File: config.mk
export PLATFORM = sky130hd
export DESIGN_NAME = rtc_three_wire_command_interface
export DESIGN_NICKNAME = d
export VERILOG_FILES = /design/src/hdl/rtc3w_pkg.sv /design/src/hdl/rtc_three_wire_command_interface.sv
export SDC_FILE = /design/constraint.sdc
export NUM_CORES = 1
export LEC_CHECK = 0
export ABC_AREA = 1
export BUFFER_PORTS_ARGS = -buffer_cell sky130_fd_sc_hd__buf_2
export CORE_MARGIN = 1.5
export CORE_UTILIZATION = 55
export CTS_BUF_LIST = sky130_fd_sc_hd__clkbuf_2 sky130_fd_sc_hd__clkbuf_4 sky130_fd_sc_hd__clkbuf_8
export DETAILED_ROUTE_END_ITERATION = 6
export PLACE_DENSITY = 0.76
export SLEW_MARGIN = 20
export SYNTH_ARGS = -nofsm -noshare
export SYNTH_HDL_FRONTEND = slang
export SYNTH_SLANG_ARGS = --single-unit
File: constraint.sdc
create_clock -name clk_i -period 3.6 [get_ports clk_i]
set_input_delay 0.36 -clock clk_i [delete_from_list [all_inputs] [get_ports clk_i]]
set_output_delay 0.36 -clock clk_i [all_outputs]
set_load 0.03 [all_outputs]
File: src/hdl/rtc3w_pkg.sv
// Types, constants and the command index table for the three-wire RTC command interface.
package rtc3w_pkg;

  typedef enum logic [1:0] {
    PH_IDLE  = 2'd0,
    PH_CMD   = 2'd1,
    PH_PARAM = 2'd2
  } phase_e;

  localparam logic [3:0] CMD_UNKNOWN   = 4'd0;
  localparam logic [7:0] FIXED_MASK    = 8'hE0;
  localparam logic [7:0] FIXED_PATTERN = 8'h60;
  localparam logic [7:0] READ_MASK     = 8'h10;
  localparam logic [7:0] INDEX_MASK    = 8'h0F;
  localparam logic [7:0] DATA_CLR_MASK = 8'hFE;
  localparam logic [7:0] COUNT_MAX     = 8'hFF;

  localparam int unsigned PIN_DATA = 0;
  localparam int unsigned PIN_CLK  = 1;
  localparam int unsigned PIN_SEL  = 2;
  localparam int unsigned PIN_DIR  = 4;

  localparam logic KIND_WRITE = 1'b0;
  localparam logic KIND_READ  = 1'b1;

  function automatic logic [3:0] cmd_of_index(input logic [3:0] idx);
    logic [3:0] cmd;
    unique case (idx)
      4'd0:    cmd = 4'd1;
      4'd1:    cmd = 4'd2;
      4'd2:    cmd = 4'd3;
      4'd3:    cmd = 4'd4;
      4'd4:    cmd = 4'd5;
      4'd5:    cmd = 4'd6;
      4'd6:    cmd = 4'd7;
      4'd7:    cmd = 4'd8;
      4'd10:   cmd = 4'd9;
      default: cmd = CMD_UNKNOWN;
    endcase
    return cmd;
  endfunction

endpackage

File: src/hdl/rtc_three_wire_command_interface.sv
// Top level: pin-register front end of the three-wire RTC serial command interface.
//
//  channel | direction | handshake            | payload
//  --------+-----------+----------------------+------------------------------------------
//  in      | input     | in_valid_i/in_ready_o | kind_i, pin_value_i
//  out     | output    | out_valid_o/out_ready_i | read_data_o, phase_o, command_o,
//          |           |                      | read_request_o, param_count_o, command_error_o
//
// One word per cycle: an accepted write word updates the pin state, and every word
// accepted at an edge loads the result register at that edge, so its result is valid
// the next cycle. The single result register sets the rate; a held result stalls input
// only when out_ready_i is low. Reset clears all pin and transfer state to idle.
module rtc_three_wire_command_interface (
  input  logic       clk_i,
  input  logic       rst_ni,
  input  logic       in_valid_i,
  output logic       in_ready_o,
  input  logic       kind_i,
  input  logic [7:0] pin_value_i,
  output logic       out_valid_o,
  input  logic       out_ready_i,
  output logic [7:0] read_data_o,
  output logic [1:0] phase_o,
  output logic [3:0] command_o,
  output logic       read_request_o,
  output logic [7:0] param_count_o,
  output logic       command_error_o
);

  logic [7:0]           last_pins_q, last_pins_d;
  logic                 clk_high_q, clk_high_d;
  logic                 sel_high_q, sel_high_d;
  rtc3w_pkg::phase_e    phase_q, phase_d;
  logic [7:0]           shift_q, shift_d;
  logic [2:0]           bit_idx_q, bit_idx_d;
  logic [7:0]           param_q, param_d;
  logic [3:0]           cmd_q, cmd_d;
  logic                 rd_flag_q, rd_flag_d;
  logic                 err_d;
  logic [7:0]           readback_d;

  logic [7:0]           rd_data_q;
  logic [1:0]           phase_out_q;
  logic [3:0]           cmd_out_q;
  logic                 rd_req_q;
  logic [7:0]           param_out_q;
  logic                 err_q;
  logic                 out_valid_q;

  logic                 in_acc;
  logic                 sel, pclk, pdata, pdir;
  logic [7:0]           shifted;

  assign in_ready_o = !out_valid_q || out_ready_i;
  assign in_acc     = in_valid_i && in_ready_o;

  assign sel   = pin_value_i[rtc3w_pkg::PIN_SEL];
  assign pclk  = pin_value_i[rtc3w_pkg::PIN_CLK];
  assign pdata = pin_value_i[rtc3w_pkg::PIN_DATA];
  assign pdir  = pin_value_i[rtc3w_pkg::PIN_DIR];

  always_comb begin
    last_pins_d = last_pins_q;
    clk_high_d  = clk_high_q;
    sel_high_d  = sel_high_q;
    phase_d     = phase_q;
    shift_d     = shift_q;
    bit_idx_d   = bit_idx_q;
    param_d     = param_q;
    cmd_d       = cmd_q;
    rd_flag_d   = rd_flag_q;
    err_d       = 1'b0;
    shifted     = shift_q;
    if (phase_q == rtc3w_pkg::PH_CMD || pdir) begin
      shifted = shift_q | ({7'd0, pdata} << bit_idx_q);
    end
    if (in_acc && kind_i == rtc3w_pkg::KIND_WRITE) begin
      priority if (sel_high_q && !sel) begin
        phase_d   = rtc3w_pkg::PH_IDLE;
        bit_idx_d = 3'd0;
        shift_d   = 8'd0;
        param_d   = 8'd0;
        cmd_d     = rtc3w_pkg::CMD_UNKNOWN;
        rd_flag_d = 1'b0;
      end else if (!sel_high_q && sel) begin
        phase_d   = rtc3w_pkg::PH_CMD;
        bit_idx_d = 3'd0;
        shift_d   = 8'd0;
        param_d   = 8'd0;
        cmd_d     = rtc3w_pkg::CMD_UNKNOWN;
      end else if (sel && !clk_high_q && pclk && phase_q != rtc3w_pkg::PH_IDLE) begin
        if (bit_idx_q == 3'd7) begin
          bit_idx_d = 3'd0;
          shift_d   = 8'd0;
          if (phase_q == rtc3w_pkg::PH_CMD) begin
            if ((shifted & rtc3w_pkg::FIXED_MASK) != rtc3w_pkg::FIXED_PATTERN) begin
              cmd_d = rtc3w_pkg::CMD_UNKNOWN;
              err_d = 1'b1;
            end else begin
              rd_flag_d = (shifted & rtc3w_pkg::READ_MASK) != 8'd0;
              cmd_d     = rtc3w_pkg::cmd_of_index(shifted[3:0]);
              phase_d   = rtc3w_pkg::PH_PARAM;
              param_d   = 8'd0;
            end
          end else if (param_q != rtc3w_pkg::COUNT_MAX) begin
            param_d = param_q + 8'd1;
          end
        end else begin
          shift_d   = shifted;
          bit_idx_d = bit_idx_q + 3'd1;
        end
      end
      last_pins_d = pin_value_i;
      sel_high_d  = sel;
      clk_high_d  = pclk;
    end
    if (phase_d == rtc3w_pkg::PH_PARAM && rd_flag_d && cmd_d != rtc3w_pkg::CMD_UNKNOWN) begin
      readback_d = (last_pins_d & rtc3w_pkg::DATA_CLR_MASK) | {7'd0, shift_d[bit_idx_d]};
    end else begin
      readback_d = last_pins_d;
    end
  end

  always_ff @(posedge clk_i or negedge rst_ni) begin
    if (!rst_ni) begin
      last_pins_q <= 8'd0;
      clk_high_q  <= 1'b0;
      sel_high_q  <= 1'b0;
      phase_q     <= rtc3w_pkg::PH_IDLE;
      shift_q     <= 8'd0;
      bit_idx_q   <= 3'd0;
      param_q     <= 8'd0;
      cmd_q       <= rtc3w_pkg::CMD_UNKNOWN;
      rd_flag_q   <= 1'b0;
      out_valid_q <= 1'b0;
    end else begin
      last_pins_q <= last_pins_d;
      clk_high_q  <= clk_high_d;
      sel_high_q  <= sel_high_d;
      phase_q     <= phase_d;
      shift_q     <= shift_d;
      bit_idx_q   <= bit_idx_d;
      param_q     <= param_d;
      cmd_q       <= cmd_d;
      rd_flag_q   <= rd_flag_d;
      if (in_acc) begin
        out_valid_q <= 1'b1;
      end else if (out_ready_i) begin
        out_valid_q <= 1'b0;
      end
    end
  end

  always_ff @(posedge clk_i) begin
    if (in_acc) begin
      rd_data_q   <= readback_d;
      phase_out_q <= phase_d;
      cmd_out_q   <= cmd_d;
      rd_req_q    <= rd_flag_d;
      param_out_q <= param_d;
      err_q       <= err_d;
    end
  end

  assign out_valid_o     = out_valid_q;
  assign read_data_o     = rd_data_q;
  assign phase_o         = phase_out_q;
  assign command_o       = cmd_out_q;
  assign read_request_o  = rd_req_q;
  assign param_count_o   = param_out_q;
  assign command_error_o = err_q;

`ifndef SYNTH
  a_err_stays_cmd: assert property (@(posedge clk_i) disable iff (!rst_ni)
    out_valid_o && command_error_o |->
      phase_o == rtc3w_pkg::PH_CMD && command_o == rtc3w_pkg::CMD_UNKNOWN)
    else $error("command error without command phase and unknown command");
  a_count_in_param: assert property (@(posedge clk_i) disable iff (!rst_ni)
    out_valid_o && param_count_o != 8'd0 |-> phase_o == rtc3w_pkg::PH_PARAM)
    else $error("parameter count outside parameter phase");
  a_read_no_change: assert property (@(posedge clk_i) disable iff (!rst_ni)
    in_acc && kind_i == rtc3w_pkg::KIND_READ |=>
      $stable(last_pins_q) && $stable(phase_q) && $stable(shift_q) && $stable(param_q))
    else $error("pin read changed transfer state");
  a_drain: assert property (@(posedge clk_i) disable iff (!rst_ni)
    out_valid_o && out_ready_i && !in_acc |=> !out_valid_o)
    else $error("result word repeated");
`endif

endmodule
==> metrics.txt, run 1 <==
H-tree depth 3; status complete, no violations; post-CTS setup buffer count 0; layout cells sized above 1 0.2326; worst hold-check path type primary input to async pin; CTS Buf Count 9; Leak about 1.7 nW; Netlist Area Pre-Place just over 0.003 mm2; final wirelength ~6000 um; setup ws final 1.270 ns; CP endpoint kind flip-flop; GPL Wtd Cong 0.8855; I/O Buffers 38; TNS Setup 0 ns; placed wire-length estimate between 4000 and 5000 um; Post-synth ARST share 0.6066; largest net degree at the start of global routing 38; diode count 0; setup repair after global routing missed its margin no; number of global-route vias before repair approximately 2.3k; pre-CTS setup slack 1.206 ns; top-count cell post-synth nand2_1; die width a little under 80 um; Tmin final approximately 2.3 ns; synth cell count leaders nand2_1, inv_1, dfrtp_1, nand3_1, nor2_1; TritonCTS clock tree built; grt ovf 0; internal reg-to-reg setup slack 1.27 ns; Syn Nets around 360; # fillers ~420; cell taking the most area after synthesis dfrtp_1; cell row count 26; Antenna Nets Post-Route 0; Syn Inst Count between 300 and 400; syn avg cell area 8.993 um2; first-pass GRT wire length a little over 10000 um; Arrival @ worst endpoint 2.42 ns; Least-Margin Pin Slew ~0.9 ns; DRT iter0 DRCs about 130; sequential area share after synthesis 0.5449; max cap viols 0; Final period util 0.6471; M3 GR Usage 0.06548; clk root buf clkbuf_8; Setup Skew about 0.0057 ns; ys flop type dfrtp_1; # clock sinks 61; CTS max path bufs 2; critical path class flip-flop to flip-flop; Worst-Skew Late Latency between 0.3 and 0.4 ns; max_slew headroom 0.3924; WP data required between 3 and 4 ns; Max Clk Rate ~430 MHz; Starting Density 0.5805; post-route cell area between 0.003 and 0.004 mm2; clk slew on worst S/H paths 0.06 ns; Core Area around 0.0052 mm2; Ys Warns 0; vias per cell between 5 and 6; initial antenna violation count 0; crit path launch type flip-flop; Setup crit start phase_q[1]; Seq. cell area ~0.0016 mm2; pwr dens 518.1 mW/mm2; Crit Path Max Fanout 9; R2R Path Start phase_q[1]; die height around 77 um; M2 GR Usage 0.3728; fin. max-slew vios 0; Post-DP Area approximately 0.0033 mm2; Area Overhead vs Synth 16.02%; via count approximately 2.4k; EDFF count, synth 24; fin nets 403; Final setup viols 0; final design utilization 0.6736; IO Pins 39; area of the die 0.005947 mm2; met1 Track Usage GR 0.2706; Hold Slack between 0.1 and 0.15 ns; Hold Vio Cnt, Final 0; CTS Hold Bufs 0; #FFs+latches synth just over 60; PostCTS Resize Cnt 0; Most Used Layer, Global Route met2; Synth top area share 0.3064; worst vdd ir 365.5 uV; router iterations before antenna repair 5; area of the multi-input gates around 0.0012 mm2; DR WL/cell about 13 um; Synth cell types 35; GRT Util Overall 0.2244; synth top area cells dfrtp_1, edfxtp_1, nand2_1; residual DRC count 0
[sequential cells by signal (all words and copies together), names as in the netlist]
name             flops
bit_idx_q            3
clk_high_q           1
cmd_q                4
command_error_o      1
command_o            4
last_pins_q          8
out_valid_o          1
param_count_o        8
param_q              8
phase_o              2
phase_q              2
rd_flag_q            1
read_data_o          8
read_request_o       1
sel_high_q           1
shift_q              8
[critical path: stages, from the launching register on]
cell and delay [ns]:
dfrtp_1 0.40, inv_2 0.11, nand2_4 0.10, nand2_4 0.14
nand3_1 0.12, nand2_1 0.16, inv_1 0.06, ha_1 0.29
nor2_1 0.11, nand3_1 0.10, nand2_1 0.11, nor2_1 0.06
nand2_1 0.13, nand3_1 0.09, nand2_1 0.07, nand2_1 0.05
[power by group]
part	internal, W	total, W	leakage [nW]	switching (W)
combinational	0.0000906	0.000320	0.879	0.000229
clock	0.000412	0.000666	0.111	0.000254
sequential	0.000794	0.000830	0.733	0.0000369
[layout make-up]
cell class | count | area share
Clock inverter | 4 | 0.02070
Multi-Input combinational cell | 222 | 0.3351
Inverter | 50 | 0.05353
Sequential cell | 61 | 0.4697
Clock buffer | 12 | 0.04176
Tap cell | 70 | 0.02498
Timing Repair Buffer | 38 | 0.05425
[kinds of logic after synthesis]
logic type | count (synthesis) | synth area share
adders and majority gates | 8 | 0.03313
DFF | 61 | 0.5449
AOI/OAI and AO/OA | 39 | 0.07785
and+or+nand+nor | 175 | 0.2778
buffers and inverters | 53 | 0.06625
[cells in the final DEF (no fill, tap or decap), types with 2 or more instances in the layout]
cell / count
nor3_2: 2
nor2_4: 4
clkbuf_8: 9
nand2_2: 5
nand4_1: 4
o21ai_1: 9
nand2_4: 3
nand3_2: 2
edfxtp_1: 24
bufinv_16: 2
nor2_1: 25
inv_1: 41
nand2_1: 94
a21oi_1: 7
nand3_1: 25
dfrtp_1: 37
inv_2: 9
clkbuf_4: 3
buf_2: 38
ha_1: 8
o21ai_0: 12
nor2_2: 7
[final timing paths]
check                                 endpoint  cells past startpoint
max in group asynchronous       last_pins_q[0]                      1
worst min register to register  last_pins_q[6]                      2
worst max register to register  read_data_o[0]                     15
min in group clk_i              last_pins_q[6]                      3
worst max-delay path            read_data_o[0]                     15
worst min-delay path                param_q[5]                      1
[through the flow]
stage / std cells / power, W
2_1_floorplan: 336 / 0.001076
3_3_place_gp: 441 / 0.001156
3_5_place_dp: 441 / 0.001164
4_1_cts: 457 / 0.001826
5_1_grt: 457 / 0.001907
6_report: 457 / 0.001816
[layer usage]
metal  vias up  share of wire
li1       1183              -
met1      1097           0.44
met2        64           0.49
met3        18          0.051
met4         0          0.020
met5         -              0
No activity file was read; power rests on OpenSTA's default activity.
==> run 2, diff against run 1 <==
--- a/config.mk
+++ b/config.mk
@@ -5,13 +5,13 @@
 export SDC_FILE = /design/constraint.sdc
 export NUM_CORES = 1
 export LEC_CHECK = 0
-export ABC_AREA = 1
+export ABC_AREA = 0
 export BUFFER_PORTS_ARGS = -buffer_cell sky130_fd_sc_hd__buf_2
 export CORE_MARGIN = 1.5
 export CORE_UTILIZATION = 55
 export CTS_BUF_LIST = sky130_fd_sc_hd__clkbuf_2 sky130_fd_sc_hd__clkbuf_4 sky130_fd_sc_hd__clkbuf_8
 export DETAILED_ROUTE_END_ITERATION = 6
-export PLACE_DENSITY = 0.76
+export PLACE_DENSITY = 0.77
 export SLEW_MARGIN = 20
 export SYNTH_ARGS = -nofsm -noshare
 export SYNTH_HDL_FRONTEND = slang
==> constraint.sdc (replaced) <==
create_clock -name clk_i -period 2.4 [get_ports clk_i]
set_input_delay 0.24 -clock clk_i [delete_from_list [all_inputs] [get_ports clk_i]]
set_output_delay 0.24 -clock clk_i [all_outputs]
set_load 0.03 [all_outputs]
==> run 2 against run 1 <==
- the flow now finishes with violations (setup timing)
- worst hold slack got worse by 0.12 ns
- synthesized area decreased by 1.8%
- fmax decreased by 17%
- count of clock-buffer cells in the layout decreased by 1
- register-to-register slack got worse by 1.7 ns
- cell count unchanged
- largest cell class unchanged
==> metrics.txt, run 2 <==
status finished with violations (was complete, no violations); failing checks setup timing; first-pass GRT wire length 12430 um (was 10230 um); Core Area 0.005140 mm2 (was 0.005205 mm2); Starting Density 0.5774 (was 0.5805); Least-Margin Pin Slew 0.8505 ns (was 0.9104 ns); router iterations before antenna repair 6 (was 5); Tmin final 2.805 ns (was 2.330 ns); pwr dens 649.4 mW/mm2 (was 518.1 mW/mm2); vias per cell 5.803 (was 5.168); Netlist Area Pre-Place 0.002968 mm2 (was 0.003022 mm2); # fillers 346 (was 424); clk root buf clkbuf_8 (unchanged); CTS Buf Count 9 (unchanged); Final setup viols 1 (was 0); crit path launch type flip-flop (unchanged); Power Total 0.002574 W (was 0.001816 W); synth top area cells dfrtp_1, edfxtp_1, nand2_1 (unchanged); syn avg cell area 10.79 um2 (was 8.993 um2); die height 76.46 um (was 77.12 um); DRT iter0 DRCs 272 (was 129); Syn Nets 296 (was 357); cell taking the most area after synthesis dfrtp_1 (unchanged); most used cell, CP nor4_2 (was nand2_1); Post-Layout Cell Count 457 (unchanged); top-count cell post-synth nand2_1 (unchanged); H-tree depth 3 (unchanged); Ys Warns 0 (unchanged); I/O Buffers 38 (unchanged); Synth top area share 0.3120 (was 0.3064); Final period util 1.169 (was 0.6471); placed cells 437 (was 441); commonest non-fill, non-tap cells in the layout buf_4, nand2_1, buf_2 (was nand2_1, inv_1, buf_2); internal reg-to-reg setup slack -0.40 ns (was 1.27 ns); layout cells sized above 1 0.3876 (was 0.2326); EDFF count, synth 24 (unchanged); critical path class flip-flop to flip-flop (unchanged); Synth cell types 56 (was 35); Leak 1.863 nW (was 1.723 nW); residual DRC count 0 (unchanged); diode count 0 (unchanged); IO Pins 39 (unchanged); slowest CP cell dfrtp_1 (unchanged); worst hold-check path type primary input to async pin (unchanged); CTS Hold Bufs 0 (unchanged); placed wire-length estimate 5123 um (was 4380 um); GRT Util Overall 0.2724 (was 0.2244); number of global-route vias before repair 2608 (was 2315); TritonCTS clock tree built (unchanged); setup repair after global routing missed its margin yes (was no); commonest non-fill, non-tap cell in the layout buf_4 (was nand2_1); R2R Path Start phase_q[1] (unchanged); grt ovf 0 (unchanged); crit-path max cell delay 0.38 ns (was 0.40 ns); fin. max-slew vios 0 (unchanged); clk slew on worst S/H paths 0.06 ns (about the same); WP data required 2.49 ns (was 3.69 ns); #FFs+latches synth 61 (unchanged); via count 2652 (was 2362); Arrival @ worst endpoint 2.89 ns (was 2.42 ns); ys flop type dfrtp_1 (unchanged); Post-synth ARST share 0.6066 (unchanged); TNS Setup -0.4046 ns (was 0 ns); synth cell count leaders nand2_1, dfrtp_1, edfxtp_1, nor2_1, o21ai_0 (was nand2_1, inv_1, dfrtp_1, nand3_1, nor2_1); Crit Path Max Fanout 3 (was 9); # clock sinks 61 (unchanged); CTS max path bufs 2 (unchanged); Post-DP Area 0.003696 mm2 (was 0.003287 mm2); Setup Skew 0.009740 ns (was 0.005666 ns); Worst-Skew Late Latency 0.34 ns (about the same); pre-CTS setup slack -0.3953 ns (was 1.206 ns); cells on worst reg2reg path 12 (was 15); area of the die 0.005846 mm2 (was 0.005947 mm2); fin nets 403 (unchanged); die width 76.46 um (was 77.12 um); initial antenna violation count 0 (unchanged); GPL Wtd Cong 0.9177 (was 0.8855); largest net degree at the start of global routing 38 (unchanged); cell row count 26 (unchanged); max_slew headroom 0.4330 (was 0.3924); setup ws final -0.4046 ns (was 1.270 ns); max cap viols 0 (unchanged); crit-path cells nand2b_4 > a211oi_4 > a21oi_1 > ha_1 > nand3b_1 > nor2_1 > nor3_1 > a31oi_1 > a32o_2 > nor4_2 > nor4_2 > mux2_1 (was inv_2 > nand2_4 > nand2_4 > nand3_1 > nand2_1 > inv_1 > ha_1 > nor2_1 > nand3_1 > nand2_1 > nor2_1 > nand2_1 > nand3_1 > nand2_1 > nand2_1); Max Clk Rate 356.6 MHz (was 429.3 MHz); Area Overhead vs Synth 33.56% (was 16.02%); Hold Vio Cnt, Final 0 (unchanged); worst vdd ir 600.3 uV (was 365.5 uV); DR WL/cell 16.00 um (was 13.19 um); final wirelength 7311 um (was 6030 um); sequential area share after synthesis 0.5548 (was 0.5449); CP endpoint kind flip-flop (unchanged); reg-to-reg critical path endpoint read_data_o[0] (unchanged); Syn Inst Count 275 (was 336); post-route cell area 0.003964 mm2 (was 0.003506 mm2); Antenna Nets Post-Route 0 (unchanged)
[run 2: worst max-delay path: cells and delay by family (launching register included)]
kind | cells | cell delay [ns]
AO/OA/AOI/OAI | 4 | 0.78
adder cells (fa/ha/maj) | 1 | 0.22
AND/OR/NAND/NOR | 6 | 0.86
multiplexers | 1 | 0.30
flip-flops | 1 | 0.38
[run 2: report_power, final]
group,internal [W],switching [W]
Sequential,0.00116,0.0000373
Clock,0.000497,0.000391
Combinational,0.000195,0.000291
Total,0.00185,0.000720
[run 2: through the flow]
| step | hold slack [ns] | utilization |
|---|---|---|
| 2_1_floorplan | -0.05559 | - |
| 3_3_place_gp | 0.3937 | 0.7191 |
| 3_5_place_dp | 0.4000 | 0.7191 |
| 4_1_cts | 0.02796 | 0.7585 |
| 5_1_grt | 0.07482 | 0.7712 |
| 6_report | 0.007635 | 0.7712 |
[run 2: worst max-delay path by stage]
| stage | depth (start not counted) | slack [ns] | start | endpoint |
|---|---|---|---|---|
| 2_1_floorplan | 10 | -0.37 | phase_q[1] | read_data_o[0] |
| 3_3_place_gp | 10 | -0.32 | bit_idx_q[2] | read_data_o[0] |
| 3_5_place_dp | 10 | -0.40 | bit_idx_q[2] | read_data_o[0] |
| 4_1_cts | 10 | -0.39 | bit_idx_q[2] | read_data_o[0] |
| 5_1_grt | 10 | -0.56 | bit_idx_q[2] | read_data_o[0] |
| 6_report | 12 | -0.40 | phase_q[1] | read_data_o[0] |
[run 2: per-layer routing]
| metal | vias to the layer above | global-route usage | part of all wire |
|---|---|---|---|
| met2 | 118 | 0.4259 | 0.47 |
| met5 | - | 0 | 0 |
| met1 | 1273 | 0.3715 | 0.44 |
| met4 | 0 | 0.1148 | 0.022 |
| met3 | 23 | 0.05509 | 0.071 |
| li1 | 1238 | - | - |
[run 2: cell type report]
type,instances,area (um2),share of cell area
Sequential cell,61,1649,0.4160
Clock inverter,5,52.55,0.01326
Clock buffer,11,138.9,0.03504
Inverter,10,37.54,0.009470
Multi-Input combinational cell,198,1324,0.3340
Tap cell,70,87.58,0.02210
Timing Repair Buffer,102,674.4,0.1701
[run 2: kinds of logic (layout without fill, tap and decap cells)]
group                    count (synthesis)  after routing  share of synthesized area
AO/OA/AOI/OAI                           69             69                     0.1623
AND/OR/NAND/NOR                        111            111                     0.1910
buffers and inverters                   16            128                    0.02361
adder cells (fa/ha/maj)                  8              8                    0.03373
multiplexers                            10             10                    0.03457
flip-flops                              61             61                     0.5548
[run 2: what timing repair did]
item	in CTS	in global routing
buffers inserted	1	3
endpoints found under the setup margin	2	8
cloned	0	0
pin swaps	0	4
gates resized for setup	1	12
==> run 3, diff against run 2 <==
--- a/config.mk
+++ b/config.mk
@@ -7,11 +7,11 @@
 export LEC_CHECK = 0
 export ABC_AREA = 0
 export BUFFER_PORTS_ARGS = -buffer_cell sky130_fd_sc_hd__buf_2
-export CORE_MARGIN = 1.5
-export CORE_UTILIZATION = 55
+export CORE_MARGIN = 4
+export CORE_UTILIZATION = 60
 export CTS_BUF_LIST = sky130_fd_sc_hd__clkbuf_2 sky130_fd_sc_hd__clkbuf_4 sky130_fd_sc_hd__clkbuf_8
 export DETAILED_ROUTE_END_ITERATION = 6
-export PLACE_DENSITY = 0.77
+export PLACE_DENSITY = 0.82
 export SLEW_MARGIN = 20
 export SYNTH_ARGS = -nofsm -noshare
 export SYNTH_HDL_FRONTEND = slang
==> run 3 against run 2 <==
- the run still ends with setup timing left
- cell count shrank 1.1%
- die area is 5.0% higher
- first-iteration DRC count decreased by 7.4%
- clock power increased by 2.7%
- clock skew fell by 0.0020 ns
- combinational power up 3%
- largest power group unchanged
- highest routed layer unchanged
==> metrics.txt, run 3 (synthesis gave the netlist of run 2 again) <==
slowest CP cell dfrtp_1 (unchanged); # clock sinks 61 (unchanged); cells on worst reg2reg path 10 (was 12); commonest non-fill, non-tap cell in the layout buf_4 (unchanged); WP data required 2.50 ns (was 2.49 ns); GPL Wtd Cong 0.9090 (was 0.9177); fin. max-slew vios 0 (unchanged); Starting Density 0.6242 (was 0.5774); Setup crit start phase_q[1] (unchanged); area of the die 0.006136 mm2 (was 0.005846 mm2); setup ws final -0.5614 ns (was -0.4046 ns); Setup Skew 0.007700 ns (was 0.009740 ns); commonest non-fill, non-tap cells in the layout buf_4, nand2_1, buf_2 (unchanged); Seq. cell area 0.001649 mm2 (unchanged); Antenna Nets Post-Route 0 (unchanged); H-tree depth 3 (unchanged); diode count 0 (unchanged); die width 78.33 um (was 76.46 um); CTS max path bufs 2 (unchanged); switching share of power 0.2940 (was 0.2797); failing checks setup timing (unchanged); clk slew on worst S/H paths 0.07 ns (was 0.06 ns); die height 78.33 um (was 76.46 um); Hold Vio Cnt, Final 0 (unchanged); Area Overhead vs Synth 33.35% (was 33.56%); worst hold-check path type primary input to async pin (unchanged); Tmin final 2.961 ns (was 2.805 ns); area of the multi-input gates 0.001329 mm2 (was 0.001324 mm2); initial antenna violation count 0 (unchanged); TNS Setup -0.5614 ns (was -0.4046 ns); setup repair after global routing missed its margin yes (unchanged); Critical Path End read_data_o[0] (unchanged); final wirelength 7739 um (was 7311 um); CTS Buf Count 9 (unchanged); Clock Power Share 0.349 (was 0.345); combinational cell fraction of total power 0.192 (was 0.189); clk root buf clkbuf_8 (unchanged); IO Pins 39 (unchanged); worst vdd ir 523.7 uV (was 600.3 uV); crit-path max cell delay 0.39 ns (was 0.38 ns); vias per cell 5.827 (was 5.803); router iterations before antenna repair 5 (was 6); critical path class flip-flop to flip-flop (unchanged); Leak 1.845 nW (was 1.863 nW); placed wire-length estimate 5354 um (was 5123 um); Power Total 0.002615 W (was 0.002574 W); final design utilization 0.8324 (was 0.7712); Worst-Skew Late Latency 0.35 ns (was 0.34 ns); Arrival @ worst endpoint 3.06 ns (was 2.89 ns); Least-Margin Pin Slew 0.8649 ns (was 0.8505 ns); reg-to-reg critical path endpoint read_data_o[0] (unchanged); pwr dens 660.9 mW/mm2 (was 649.4 mW/mm2); pre-CTS setup slack -0.4603 ns (was -0.3953 ns); status finished with violations (unchanged); largest net degree at the start of global routing 38 (unchanged); GRT Util Overall 0.2709 (was 0.2724); cell row count 25 (was 26); Max Clk Rate 337.7 MHz (was 356.6 MHz); via count 2634 (was 2652); Switch Pwr 0.0007690 W (was 0.0007199 W); number of global-route vias before repair 2644 (was 2608); # fillers 277 (was 346); I/O Buffers 38 (unchanged); Final setup viols 1 (unchanged); Crit Path Max Fanout 4 (was 3); internal reg-to-reg setup slack -0.56 ns (was -0.40 ns); Core Area 0.004755 mm2 (was 0.005140 mm2); TritonCTS clock tree built (unchanged); first-pass GRT wire length 12590 um (was 12430 um); CP endpoint kind flip-flop (unchanged); crit path launch type flip-flop (unchanged); grt ovf 0 (unchanged); DR WL/cell 17.12 um (was 16.00 um); most used cell, CP nor4_2 (unchanged); CTS Hold Bufs 0 (unchanged); max cap viols 0 (unchanged); crit-path cells nand2b_4 > a211oi_4 > a21o_1 > ha_2 > nand3b_1 > o221a_4 > o41ai_4 > nor4_2 > nor4_2 > mux2_1 (was nand2b_4 > a211oi_4 > a21oi_1 > ha_1 > nand3b_1 > nor2_1 > nor3_1 > a31oi_1 > a32o_2 > nor4_2 > nor4_2 > mux2_1); residual DRC count 0 (unchanged); Power Internal 0.001846 W (was 0.001854 W); fin nets 401 (was 403); R2R Path Start phase_q[1] (unchanged); Final period util 1.234 (was 1.169); max_slew headroom 0.4234 (was 0.4330); Hold Slack 0.001747 ns (was 0.007635 ns); layout cells sized above 1 0.3844 (was 0.3876); Seq pwr share 0.459 (was 0.466); DRT iter0 DRCs 252 (was 272)
==> run 3: cell count changes in the layout (fill, tap and decap cells not counted), moves of 2 or more <==
cell	previous run	this run
buf_4	63	61
clkbuf_4	2	0
clkinv_2	3	1
clkinvlp_4	1	3
ha_1	8	6
o21ai_1	2	4
==> run 3: critical path, delay by kind of cell (launching register included) <==
family | cells | cell delay [ns]
multiplexers | 1 | 0.35
adder cells (fa/ha/maj) | 1 | 0.19
flip-flops | 1 | 0.39
AO/OA/AOI/OAI | 4 | 1.08
AND/OR/NAND/NOR | 4 | 0.73
==> run 3: worst min-delay path by stage <==
stage,cells past startpoint,slack [ns],start,to
3_3_place_gp,1,0.40,rst_ni,shift_q[4]
5_1_grt,1,0.06,rst_ni,shift_q[7]
2_1_floorplan,0,-0.06,rst_ni,bit_idx_q[0]
3_5_place_dp,1,0.40,rst_ni,shift_q[7]
6_report,1,0.002,rst_ni,shift_q[7]
4_1_cts,1,0.03,rst_ni,last_pins_q[6]
==> run 3: through the flow <==
| stage | instances | instance area (um2) |
|---|---|---|
| after detailed placement | 433 | 3685 |
| after global placement | 433 | 3685 |
| after global routing | 452 | 3958 |
| final | 452 | 3958 |
| after floorplan | 275 | 3000 |
| after CTS | 450 | 3894 |
==> run 3: cell type report <==
class / count / share of cell area
multi-input cells: 198 / 0.3358
well taps: 67 / 0.02118
clock buffers: 9 / 0.03130
inverters: 10 / 0.009485
clock inverters: 7 / 0.01897
flip-flops and latches: 61 / 0.4167
repair buffers: 100 / 0.1666
==> run 3: power groups by stage <==
| stage | clock network (W) | registers [W] | logic (W) |
|---|---|---|---|
| 2_1_floorplan | 0 | 0.00127 | 0.000213 |
| 3_3_place_gp | 0 | 0.00121 | 0.000467 |
| 3_5_place_dp | 0 | 0.00122 | 0.000479 |
| 4_1_cts | 0.000922 | 0.00120 | 0.000488 |
| 5_1_grt | 0.000974 | 0.00121 | 0.000545 |
| 6_report | 0.000912 | 0.00120 | 0.000503 |
==> run 3: timing repair <==
item / 4_1_cts / 5_1_grt
gates cloned: 0 / 0
pin swaps: 0 / 4
setup endpoints to repair: 2 / 10
gates resized for setup: 2 / 12
setup buffers: 1 / 2
endpoints found under the hold margin: 0 / 0
==> run 3: metal layers <==
metal / track usage / vias to the layer above / share of wire
met2: 0.4315 / 104 / 0.50
met3: 0.08257 / 21 / 0.063
met4: 0.1136 / 0 / 0.023
met5: 0 / - / 0
met1: 0.3451 / 1285 / 0.42
li1: - / 1224 / -
